**src/rtl/olid_pkg.sv**
```systemverilog
// shared types and constants for the ordered list block
package olid_pkg;

  localparam int unsigned DataW = 32;
  localparam int unsigned PosW  = 16;

  // command codes
  typedef enum logic [1:0] {
    MODE_INS_FRONT = 2'd0,
    MODE_INS_BACK  = 2'd1,
    MODE_DELETE    = 2'd2,
    MODE_NOP       = 2'd3
  } mode_e;

  typedef struct packed {
    mode_e                    mode;
    logic signed [DataW-1:0]  insert_value;
    logic        [PosW-1:0]   delete_position;
  } cmd_t;

  typedef struct packed {
    logic signed [DataW-1:0]  element_value;
    logic                     is_last;
    logic                     list_empty;
    logic                     insert_dropped;
  } res_t;

  // controller to datapath
  typedef struct packed {
    logic accept;
    logic shift_en;
    logic emit_en;
  } ctrl_t;

  // datapath to controller
  typedef struct packed {
    logic del_shift;
    logic shift_done;
    logic emit_done;
  } status_t;

endpackage

```
**src/rtl/olid_stream_if.sv**
```systemverilog
// valid/ready stream interface with a typed payload
interface olid_stream_if #(
  parameter type payload_t = logic
);
  logic     valid;
  logic     ready;
  payload_t payload;

  modport source (output valid, output payload, input ready);
  modport sink   (input valid, input payload, output ready);
endinterface

```
**src/rtl/olid_ram.sv**
```systemverilog
// generic simple dual-port ram, one write and one registered read port
module olid_ram #(
  parameter int unsigned WIDTH = 32,
  parameter int unsigned DEPTH = 64
) (
  input  logic                     clk_i,
  input  logic                     we_i,
  input  logic [$clog2(DEPTH)-1:0] waddr_i,
  input  logic [WIDTH-1:0]         wdata_i,
  input  logic                     re_i,
  input  logic [$clog2(DEPTH)-1:0] raddr_i,
  output logic [WIDTH-1:0]         rdata_o
);

  logic [WIDTH-1:0] mem [DEPTH];
  logic [WIDTH-1:0] rdata_q;

  always_ff @(posedge clk_i) begin
    if (we_i) begin
      mem[waddr_i] <= wdata_i;
    end
    if (re_i) begin
      rdata_q <= mem[raddr_i];
    end
  end

  assign rdata_o = rdata_q;

endmodule

```
**src/rtl/olid_ctrl.sv**
```systemverilog
// command sequencer: idle, shift after delete, emit the list
module olid_ctrl (
  input  logic              clk_i,
  input  logic              rst_ni,
  input  logic              cmd_valid_i,
  output logic              cmd_ready_o,
  input  olid_pkg::status_t status_i,
  output olid_pkg::ctrl_t   ctrl_o
);

  typedef enum logic [2:0] {
    S_IDLE  = 3'b001,
    S_SHIFT = 3'b010,
    S_EMIT  = 3'b100
  } state_e;

  state_e state_q, state_d;

  always_comb begin
    state_d         = state_q;
    ctrl_o          = '0;
    cmd_ready_o     = 1'b0;
    unique case (state_q)
      S_IDLE: begin
        cmd_ready_o = 1'b1;
        if (cmd_valid_i) begin
          ctrl_o.accept = 1'b1;
          state_d       = status_i.del_shift ? S_SHIFT : S_EMIT;
        end
      end
      S_SHIFT: begin
        ctrl_o.shift_en = 1'b1;
        if (status_i.shift_done) begin
          state_d = S_EMIT;
        end
      end
      S_EMIT: begin
        ctrl_o.emit_en = 1'b1;
        if (status_i.emit_done) begin
          state_d = S_IDLE;
        end
      end
      default: begin
        state_d = S_IDLE;
      end
    endcase
  end

  always_ff @(posedge clk_i or negedge rst_ni) begin
    if (!rst_ni) begin
      state_q <= S_IDLE;
    end else begin
      state_q <= state_d;
    end
  end

endmodule

```
**src/rtl/olid_dp.sv**
```systemverilog
// list datapath: circular store, shift walker, emit walker, output queue
module olid_dp #(
  parameter int unsigned CAPACITY = 64
) (
  input  logic              clk_i,
  input  logic              rst_ni,
  input  olid_pkg::cmd_t    cmd_i,
  input  olid_pkg::ctrl_t   ctrl_i,
  output olid_pkg::status_t status_o,
  output logic              res_valid_o,
  input  logic              res_ready_i,
  output olid_pkg::res_t    res_o
);

  localparam int unsigned AW = $clog2(CAPACITY);
  localparam int unsigned CW = $clog2(CAPACITY + 1);
  localparam int unsigned PW = olid_pkg::PosW;
  localparam int unsigned DW = olid_pkg::DataW;

  // logical offset to physical address, modulo CAPACITY
  function automatic logic [AW-1:0] phys(input logic [AW-1:0] base, input logic [CW-1:0] off);
    logic [CW:0] s;
    s = (CW+1)'(base) + (CW+1)'(off);
    if (s >= (CW+1)'(CAPACITY)) begin
      s = s - (CW+1)'(CAPACITY);
    end
    return s[AW-1:0];
  endfunction

  logic [AW-1:0] head_q, head_d;
  logic [CW-1:0] count_q, count_d;
  logic [CW-1:0] idx_q, idx_d;
  logic [CW-1:0] wr_idx_q, wr_idx_d;
  logic          vld_q, vld_d;
  logic          vld_last_q, vld_last_d;
  logic          dropped_q, dropped_d;

  olid_pkg::res_t q_data_q [2];
  logic           q_wr_q, q_rd_q;
  logic [1:0]     q_cnt_q;
  logic           push, pop;
  olid_pkg::res_t push_data;

  logic          we, re;
  logic [AW-1:0] waddr, raddr;
  logic [DW-1:0] wdata, rdata;

  logic          full, is_ins, del_hit, del_shift;
  logic [AW-1:0] head_dec, head_inc;
  logic [2:0]    room;

  olid_ram #(
    .WIDTH(DW),
    .DEPTH(CAPACITY)
  ) u_ram (
    .clk_i  (clk_i),
    .we_i   (we),
    .waddr_i(waddr),
    .wdata_i(wdata),
    .re_i   (re),
    .raddr_i(raddr),
    .rdata_o(rdata)
  );

  assign full     = (count_q == CW'(CAPACITY));
  assign is_ins   = (cmd_i.mode == olid_pkg::MODE_INS_FRONT) ||
                    (cmd_i.mode == olid_pkg::MODE_INS_BACK);
  assign del_hit  = (cmd_i.mode == olid_pkg::MODE_DELETE) &&
                    (cmd_i.delete_position < PW'(count_q));
  assign del_shift = del_hit && (cmd_i.delete_position != '0) &&
                     ((PW+1)'(cmd_i.delete_position) + (PW+1)'(1) < (PW+1)'(count_q));
  assign head_dec = (head_q == '0) ? AW'(CAPACITY - 1) : head_q - AW'(1);
  assign head_inc = (head_q == AW'(CAPACITY - 1)) ? '0 : head_q + AW'(1);

  assign pop  = res_ready_i && (q_cnt_q != 2'd0);
  // queue slots left once in-flight reads land
  assign room = 3'd2 - 3'(q_cnt_q) - 3'(vld_q) + 3'(pop);

  always_comb begin
    head_d     = head_q;
    count_d    = count_q;
    idx_d      = idx_q;
    wr_idx_d   = wr_idx_q;
    vld_d      = 1'b0;
    vld_last_d = 1'b0;
    dropped_d  = dropped_q;
    we         = 1'b0;
    waddr      = phys(head_q, wr_idx_q);
    wdata      = rdata;
    re         = 1'b0;
    raddr      = phys(head_q, idx_q);
    push       = 1'b0;
    push_data  = '{element_value: $signed(rdata), is_last: vld_last_q,
                   list_empty: 1'b0, insert_dropped: dropped_q};
    status_o   = '0;
    status_o.del_shift = del_shift;

    if (ctrl_i.accept) begin
      dropped_d = is_ins && full;
      idx_d     = del_shift ? CW'(cmd_i.delete_position) + CW'(1) : '0;
      wr_idx_d  = CW'(cmd_i.delete_position);
      wdata     = DW'(cmd_i.insert_value);
      if (is_ins && !full) begin
        we      = 1'b1;
        count_d = count_q + CW'(1);
        if (cmd_i.mode == olid_pkg::MODE_INS_FRONT) begin
          head_d = head_dec;
          waddr  = head_dec;
        end else begin
          waddr = phys(head_q, count_q);
        end
      end else if (del_hit && !del_shift) begin
        count_d = count_q - CW'(1);
        if (cmd_i.delete_position == '0) begin
          head_d = head_inc;
        end
      end
    end

    if (ctrl_i.shift_en) begin
      re = (idx_q < count_q);
      if (re) begin
        idx_d = idx_q + CW'(1);
      end
      vld_d = re;
      if (vld_q) begin
        we       = 1'b1;
        wr_idx_d = wr_idx_q + CW'(1);
      end
      if (vld_q && !re) begin
        status_o.shift_done = 1'b1;
        count_d             = count_q - CW'(1);
        idx_d               = '0;
      end
    end

    if (ctrl_i.emit_en) begin
      if (count_q == '0) begin
        if (room != 3'd0) begin
          push                = 1'b1;
          push_data           = '{element_value: '0, is_last: 1'b1,
                                  list_empty: 1'b1, insert_dropped: dropped_q};
          status_o.emit_done  = 1'b1;
        end
      end else begin
        re = (idx_q < count_q) && (room != 3'd0);
        if (re) begin
          idx_d = idx_q + CW'(1);
        end
        vld_d      = re;
        vld_last_d = (idx_q == count_q - CW'(1));
        if (vld_q) begin
          push               = 1'b1;
          status_o.emit_done = vld_last_q;
        end
        if (vld_q && vld_last_q) begin
          idx_d = '0;
        end
      end
    end
  end

  always_ff @(posedge clk_i or negedge rst_ni) begin
    if (!rst_ni) begin
      head_q     <= '0;
      count_q    <= '0;
      idx_q      <= '0;
      wr_idx_q   <= '0;
      vld_q      <= 1'b0;
      vld_last_q <= 1'b0;
      dropped_q  <= 1'b0;
      q_wr_q     <= 1'b0;
      q_rd_q     <= 1'b0;
      q_cnt_q    <= 2'd0;
    end else begin
      head_q     <= head_d;
      count_q    <= count_d;
      idx_q      <= idx_d;
      wr_idx_q   <= wr_idx_d;
      vld_q      <= vld_d;
      vld_last_q <= vld_last_d;
      dropped_q  <= dropped_d;
      if (push) begin
        q_wr_q <= ~q_wr_q;
      end
      if (pop) begin
        q_rd_q <= ~q_rd_q;
      end
      q_cnt_q <= q_cnt_q + 2'(push) - 2'(pop);
    end
  end

  always_ff @(posedge clk_i) begin
    if (push) begin
      q_data_q[q_wr_q] <= push_data;
    end
  end

  assign res_valid_o = (q_cnt_q != 2'd0);
  assign res_o       = q_data_q[q_rd_q];

endmodule

```
**src/rtl/ordered_list_insert_delete.sv**
```systemverilog
// top level of the ordered list with insert and delete commands
//
//   channel | dir | payload                                          | transfer when
//   cmd_i   | in  | mode, insert_value, delete_position               | valid & ready
//   res_o   | out | element_value, is_last, list_empty, insert_dropped | valid & ready
//
// one command at a time: a middle delete first walks the
// tail through the store's single write port, one element per cycle,
// then the run streams out at one result per cycle while the output
// queue has room
// reset clears count and pointers only; store contents stay undefined and no clearing pass runs
// a stalled sink holds the run in a two-entry output queue; reads pause until it has room
// a new command is taken as soon as the previous run has been queued
module ordered_list_insert_delete #(
  parameter int unsigned CAPACITY = 64
) (
  input  logic          clk_i,
  input  logic          rst_ni,
  olid_stream_if.sink   cmd_i,
  olid_stream_if.source res_o
);

  olid_pkg::ctrl_t   ctrl;
  olid_pkg::status_t status;
  olid_pkg::cmd_t    cmd;
  olid_pkg::res_t    res;
  logic              cmd_ready;
  logic              res_valid;

  assign cmd = cmd_i.payload;

  // sequencer: decides when to take a command and which walk runs
  olid_ctrl u_ctrl (
    .clk_i      (clk_i),
    .rst_ni     (rst_ni),
    .cmd_valid_i(cmd_i.valid),
    .cmd_ready_o(cmd_ready),
    .status_i   (status),
    .ctrl_o     (ctrl)
  );

  // datapath: circular store with head pointer, walkers and output queue
  olid_dp #(
    .CAPACITY(CAPACITY)
  ) u_dp (
    .clk_i      (clk_i),
    .rst_ni     (rst_ni),
    .cmd_i      (cmd),
    .ctrl_i     (ctrl),
    .status_o   (status),
    .res_valid_o(res_valid),
    .res_ready_i(res_o.ready),
    .res_o      (res)
  );

  assign cmd_i.ready   = cmd_ready;
  assign res_o.valid   = res_valid;
  assign res_o.payload = res;

endmodule

```
**src/flat_wrapper.sv**
```systemverilog
// flat-port wrapper written by rule: the top's interface ports become plain ports
module ordered_list_insert_delete_flat import olid_pkg::*;
#(
  parameter int unsigned CAPACITY = 64
)
  (clk_i, rst_ni, cmd_i_valid, cmd_i_payload, cmd_i_ready, res_o_valid, res_o_payload, res_o_ready);
  olid_stream_if #(.payload_t(cmd_t)) cmd_i_i ();
  olid_stream_if #(.payload_t(res_t)) res_o_i ();
  input  logic clk_i;
  input  logic rst_ni;
  input wire logic [$bits(cmd_i_i.valid)-1:0] cmd_i_valid;
  input wire logic [$bits(cmd_i_i.payload)-1:0] cmd_i_payload;
  output wire logic [$bits(cmd_i_i.ready)-1:0] cmd_i_ready;
  output wire logic [$bits(res_o_i.valid)-1:0] res_o_valid;
  output wire logic [$bits(res_o_i.payload)-1:0] res_o_payload;
  input wire logic [$bits(res_o_i.ready)-1:0] res_o_ready;
  assign cmd_i_i.valid = cmd_i_valid;
  assign cmd_i_i.payload = cmd_i_payload;
  assign cmd_i_ready = cmd_i_i.ready;
  assign res_o_valid = res_o_i.valid;
  assign res_o_payload = res_o_i.payload;
  assign res_o_i.ready = res_o_ready;
  ordered_list_insert_delete #(.CAPACITY(CAPACITY)) u_core (.clk_i(clk_i), .rst_ni(rst_ni), .cmd_i(cmd_i_i), .res_o(res_o_i));
endmodule
```
**config.mk**
```make
export PLATFORM = sky130hd
export DESIGN_NAME = ordered_list_insert_delete_flat
export DESIGN_NICKNAME = d
export VERILOG_FILES = /design/src/rtl/olid_pkg.sv /design/src/rtl/olid_stream_if.sv /design/src/rtl/olid_ram.sv /design/src/rtl/olid_ctrl.sv /design/src/rtl/olid_dp.sv /design/src/rtl/ordered_list_insert_delete.sv /design/src/flat_wrapper.sv
export SDC_FILE = /design/constraint.sdc
export NUM_CORES = 2
export LEC_CHECK = 0
export ABC_AREA = 1
export BUFFER_PORTS_ARGS = -buffer_cell sky130_fd_sc_hd__buf_2
export CORE_UTILIZATION = 31
export DETAILED_ROUTE_END_ITERATION = 16
export GPL_TIMING_DRIVEN = 0
export PLACE_DENSITY = 0.48
export SLEW_MARGIN = 20
export SYNTH_ARGS = -nofsm -noshare
export SYNTH_HDL_FRONTEND = slang
export SYNTH_HIERARCHICAL = 1
export SYNTH_SLANG_ARGS = --single-unit
```
**constraint.sdc**
```tcl
create_clock -name clk_i -period 6.8 [get_ports clk_i]
set_input_delay 1.02 -clock clk_i [delete_from_list [all_inputs] [get_ports clk_i]]
set_output_delay 1.02 -clock clk_i [all_outputs]
set_load 0.03 [all_outputs]
```
==> impl_results.md <==
* Worst Setup End Kind: flop
* Footprint of the multi-input gates at 0.0231 mm²
* Seq/Total Area, Yosys at 72.3%
* Num Clock Sinks at 2,186
* I/O pin count at 91
* Die area at 0.294 mm²
* Fraction of final layout cells sized beyond drive strength 1 at 13.8%
* Worst-path fanout max at 9
* CP arrival at 6.40 ns
* Post-Syn Nets at 7,856
* Post-route ant nets at 0
* Fmax at 172 MHz
* Cells after Synth at 7,752
* Post-Synth Simple-Gate Area at 22.4%
* Die X-Extent at 543 µm
* Level count of the clock H-tree at 4
* IO Port Bufs at 90
* Final Cycle Share at 85.6%
* Post-Synth Adder-Cell Area at 0.724%
* Mux contribution to synthesized area at 0.0111%
* Synth cell types at 53
* Peak supply drop at 0.283 mV
* Minimum clock period after layout at 5.82 ns
* Ys Warns at 6
* TritonCTS clock tree: done
* R2R setup slack at 0.98 ns
* Tightest Hold Check Type: primary input to async pin
* CTS buffer count at 233
* Static Leak at 0.0395 µW
* Required time of the critical path at 7.38 ns
* # DRC at 0
* Largest net degree at the start of global routing at 37
* Async SR Flop Fraction at 1.65%
* Synth-to-Final Area Change at 21.3%
* Via/cell ratio at 5.40
* Worst Max-Slew Pin Slew at 1.22 ns
* Die Y at 543 µm
* Kind of critical path: flop to flop
* Number of setup buffers added after CTS at 0
* Initial Util at 31.1%
* Resize count post-CTS at 0
* Prevailing post-synth register cell: edfxtp_1
* Commonest non-fill, non-tap cell in the layout: nand2_1
* Synth Cell Area at 0.0906 mm²
* # fillers at 28,100
* Synth Area in XOR/XNOR at 0.416%
* Vias in the first global route at 62,500
* Setup Skew at 0.0475 ns
* Root Buffer: clkbuf_16
* Largest family of logic cells by synthesized area: simple AND/OR/NAND/NOR gates
* Initial antenna violation count at 26
* Iteration-0 DRC Markers at 9,938
* Core footprint at 0.291 mm²
* Worst-skew pair later-pin latency at 0.90 ns
* Most frequent cells in the layout: 2,532 x nand2_1, 2,150 x edfxtp_1, 1,947 x nand3_1, 431 x buf_2, 233 x clkbuf_16
* DR pass1 iterations at 6
* Global-route wire length before repair at 518,000 µm
* Register area at 0.0655 mm²
* Final Wtd Congestion at 1.03
* Clock Path Buffers at 3
* Fin. Hold Viols at 0
* Maxcap violations at 0
* Compound-gate portion of the synthesized area at 0.960%
* Final #Nets at 8,476
* Via count at 67,500
* Outcome: completed
* Worst slew margin at 18.6%
* Final setup violation count at 0
* Yosys reg bits at 2,186
* Final wirelength at 382,000 µm
* Power Total at 30,300 µW
* Clk slew on worst S/H paths at 0.06 ns
* Pwr/cell area at 276 mW/mm²
* Post-Syn Area per Cell at 11.7 µm²
* Global route total overflow at 0
* CTS Hold Bufs at 0
* Unrepaired setup endpoints after global routing: false
* Count of pins over their slew limit at 0
* Routed WL per cell at 30.6 µm
* FP Rows at 198
* Startpoint Class: flop
* Setup_tns at 0 ns
* GRT Overall Usage at 25.5%
* DP HPWL at 280,000 µm
* Post-synth EDFFs at 2,150
==> report_power, final <==
part | switching (µW) | internal (µW)
sequential | 27.3 | 15300
clock | 5480 | 6830
combinational | 1920 | 698
total | 7440 | 22900
==> path summary, 6_finish.rpt <==
path,end,startpoint,depth (start not counted)
setup / recovery,u_core/u_dp/u_ram/mem[52][29],u_core/u_ctrl/state_q[0],16
hold / removal,u_core/u_dp/wr_idx_q[3],rst_ni,1
setup reg to reg,u_core/u_dp/u_ram/mem[52][29],u_core/u_ctrl/state_q[0],16
hold reg to reg,u_core/u_dp/q_data_q[0][0],u_core/u_dp/dropped_q,0
max in group asynchronous,u_core/u_dp/idx_q[5],rst_ni,1
min in group clk_i,u_core/u_dp/q_rd_q,res_o_ready,3
==> Yosys cell counts, types with 2 or more instances <==
cell type  count  share of area [%]
a21oi_1       50               0.28
a21oi_4        2              0.036
buf_1         43               0.18
buf_2        286                1.6
buf_4         46               0.38
buf_6          3              0.037
buf_8          2              0.033
clkbuf_1      98               0.41
dfrtp_1       35               0.97
edfxtp_1    2150                 71
fa_1           4              0.088
ha_1          46               0.64
inv_1        123               0.51
inv_2         12              0.050
nand2_1     2532                 10
nand2_2        3              0.021
nand2_4        3              0.037
nand3_1     1947                 11
nand3_2        4              0.044
nand3b_1       3              0.025
nand4_1       22               0.15
nor2_1       154               0.64
nor2_2         6              0.041
nor3_1         7              0.039
nor4_1        11              0.076
o211ai_1       4              0.033
o21a_1         2              0.017
o21ai_0       72               0.40
o21ai_1        9              0.050
o21ai_2        3              0.029
o21bai_1       2              0.017
or2_2          6              0.041
xnor2_1       12               0.12
xor2_1        31               0.30
==> metal layers <==
metal | track usage [%] | wire length [µm] | share of wire (%)
met5 | 0 | 104 | 0.027
met4 | 9.90 | 16800 | 4.4
met3 | 6.21 | 42200 | 11
met2 | 39.3 | 170000 | 44
met1 | 34.5 | 154000 | 40
==> flip-flops by register name, summed over array words and instances, names as in the netlist, 2 cells and up <==
name                       flops
u_core/u_dp/u_ram/mem       2048
u_core/u_dp/q_cnt_q            2
u_core/u_dp/count_q            7
u_core/u_dp/idx_q              7
u_core/u_ctrl/state_q          3
u_core/u_dp/q_data_q          70
u_core/u_dp/u_ram/rdata_o     32
u_core/u_dp/head_q             6
u_core/u_dp/wr_idx_q           6
==> area by class of cell <==
type / instances / share of cell area [%]
flip-flops and latches: 2186 / 59.6
multi-input cells: 4952 / 21.0
repair buffers: 385 / 5.69
clock buffers: 296 / 5.52
well taps: 3900 / 4.44
plain buffers: 478 / 2.17
clock inverters: 140 / 1.09
inverters: 136 / 0.467
diodes: 16 / 0.0364
==> per-stage QoR <==
step | setup slack (ns) | hold slack (ns) | util (%) | area (µm²) | cells
2_1_floorplan | 0.722 | 0.442 | - | 90600 | 7752
3_3_place_gp | -7.56 | 0.464 | 33.0 | 95900 | 11700
3_5_place_dp | 0.800 | 0.463 | 35.3 | 103000 | 12000
4_1_cts | 1.19 | 0.296 | 37.8 | 110000 | 12500
5_1_grt | 0.869 | 0.350 | 37.8 | 110000 | 12500
6_report | 0.978 | 0.315 | 37.8 | 110000 | 12500
==> cells by family (layout without fill, tap and decap cells) <==
logic type / after synthesis / in the layout
AND/OR/NAND/NOR: 4703 / 4703
flip-flops: 2186 / 2186
buffers and inverters: 614 / 1435
AO/OA/AOI/OAI: 155 / 155
adder cells (fa/ha/maj): 50 / 50
XOR/XNOR: 43 / 43
multiplexers: 1 / 1
other: 0 / 16
==> worst max-delay path, cell delays in order (launching register included) <==
cell	delay (ns)
dfstp_2	0.59
nand3_2	0.16
nor2_1	0.37
nand2_1	0.27
nor2_1	0.43
inv_2	0.20
a221o_1	0.31
o21ai_0	0.38
inv_1	0.27
inv_1	0.20
nand4_1	0.42
nor4_2	0.67
buf_2	0.31
buf_2	0.27
buf_2	0.24
buf_2	0.22
buf_2	0.22
Note: power is estimated with default switching activity, not from simulation.
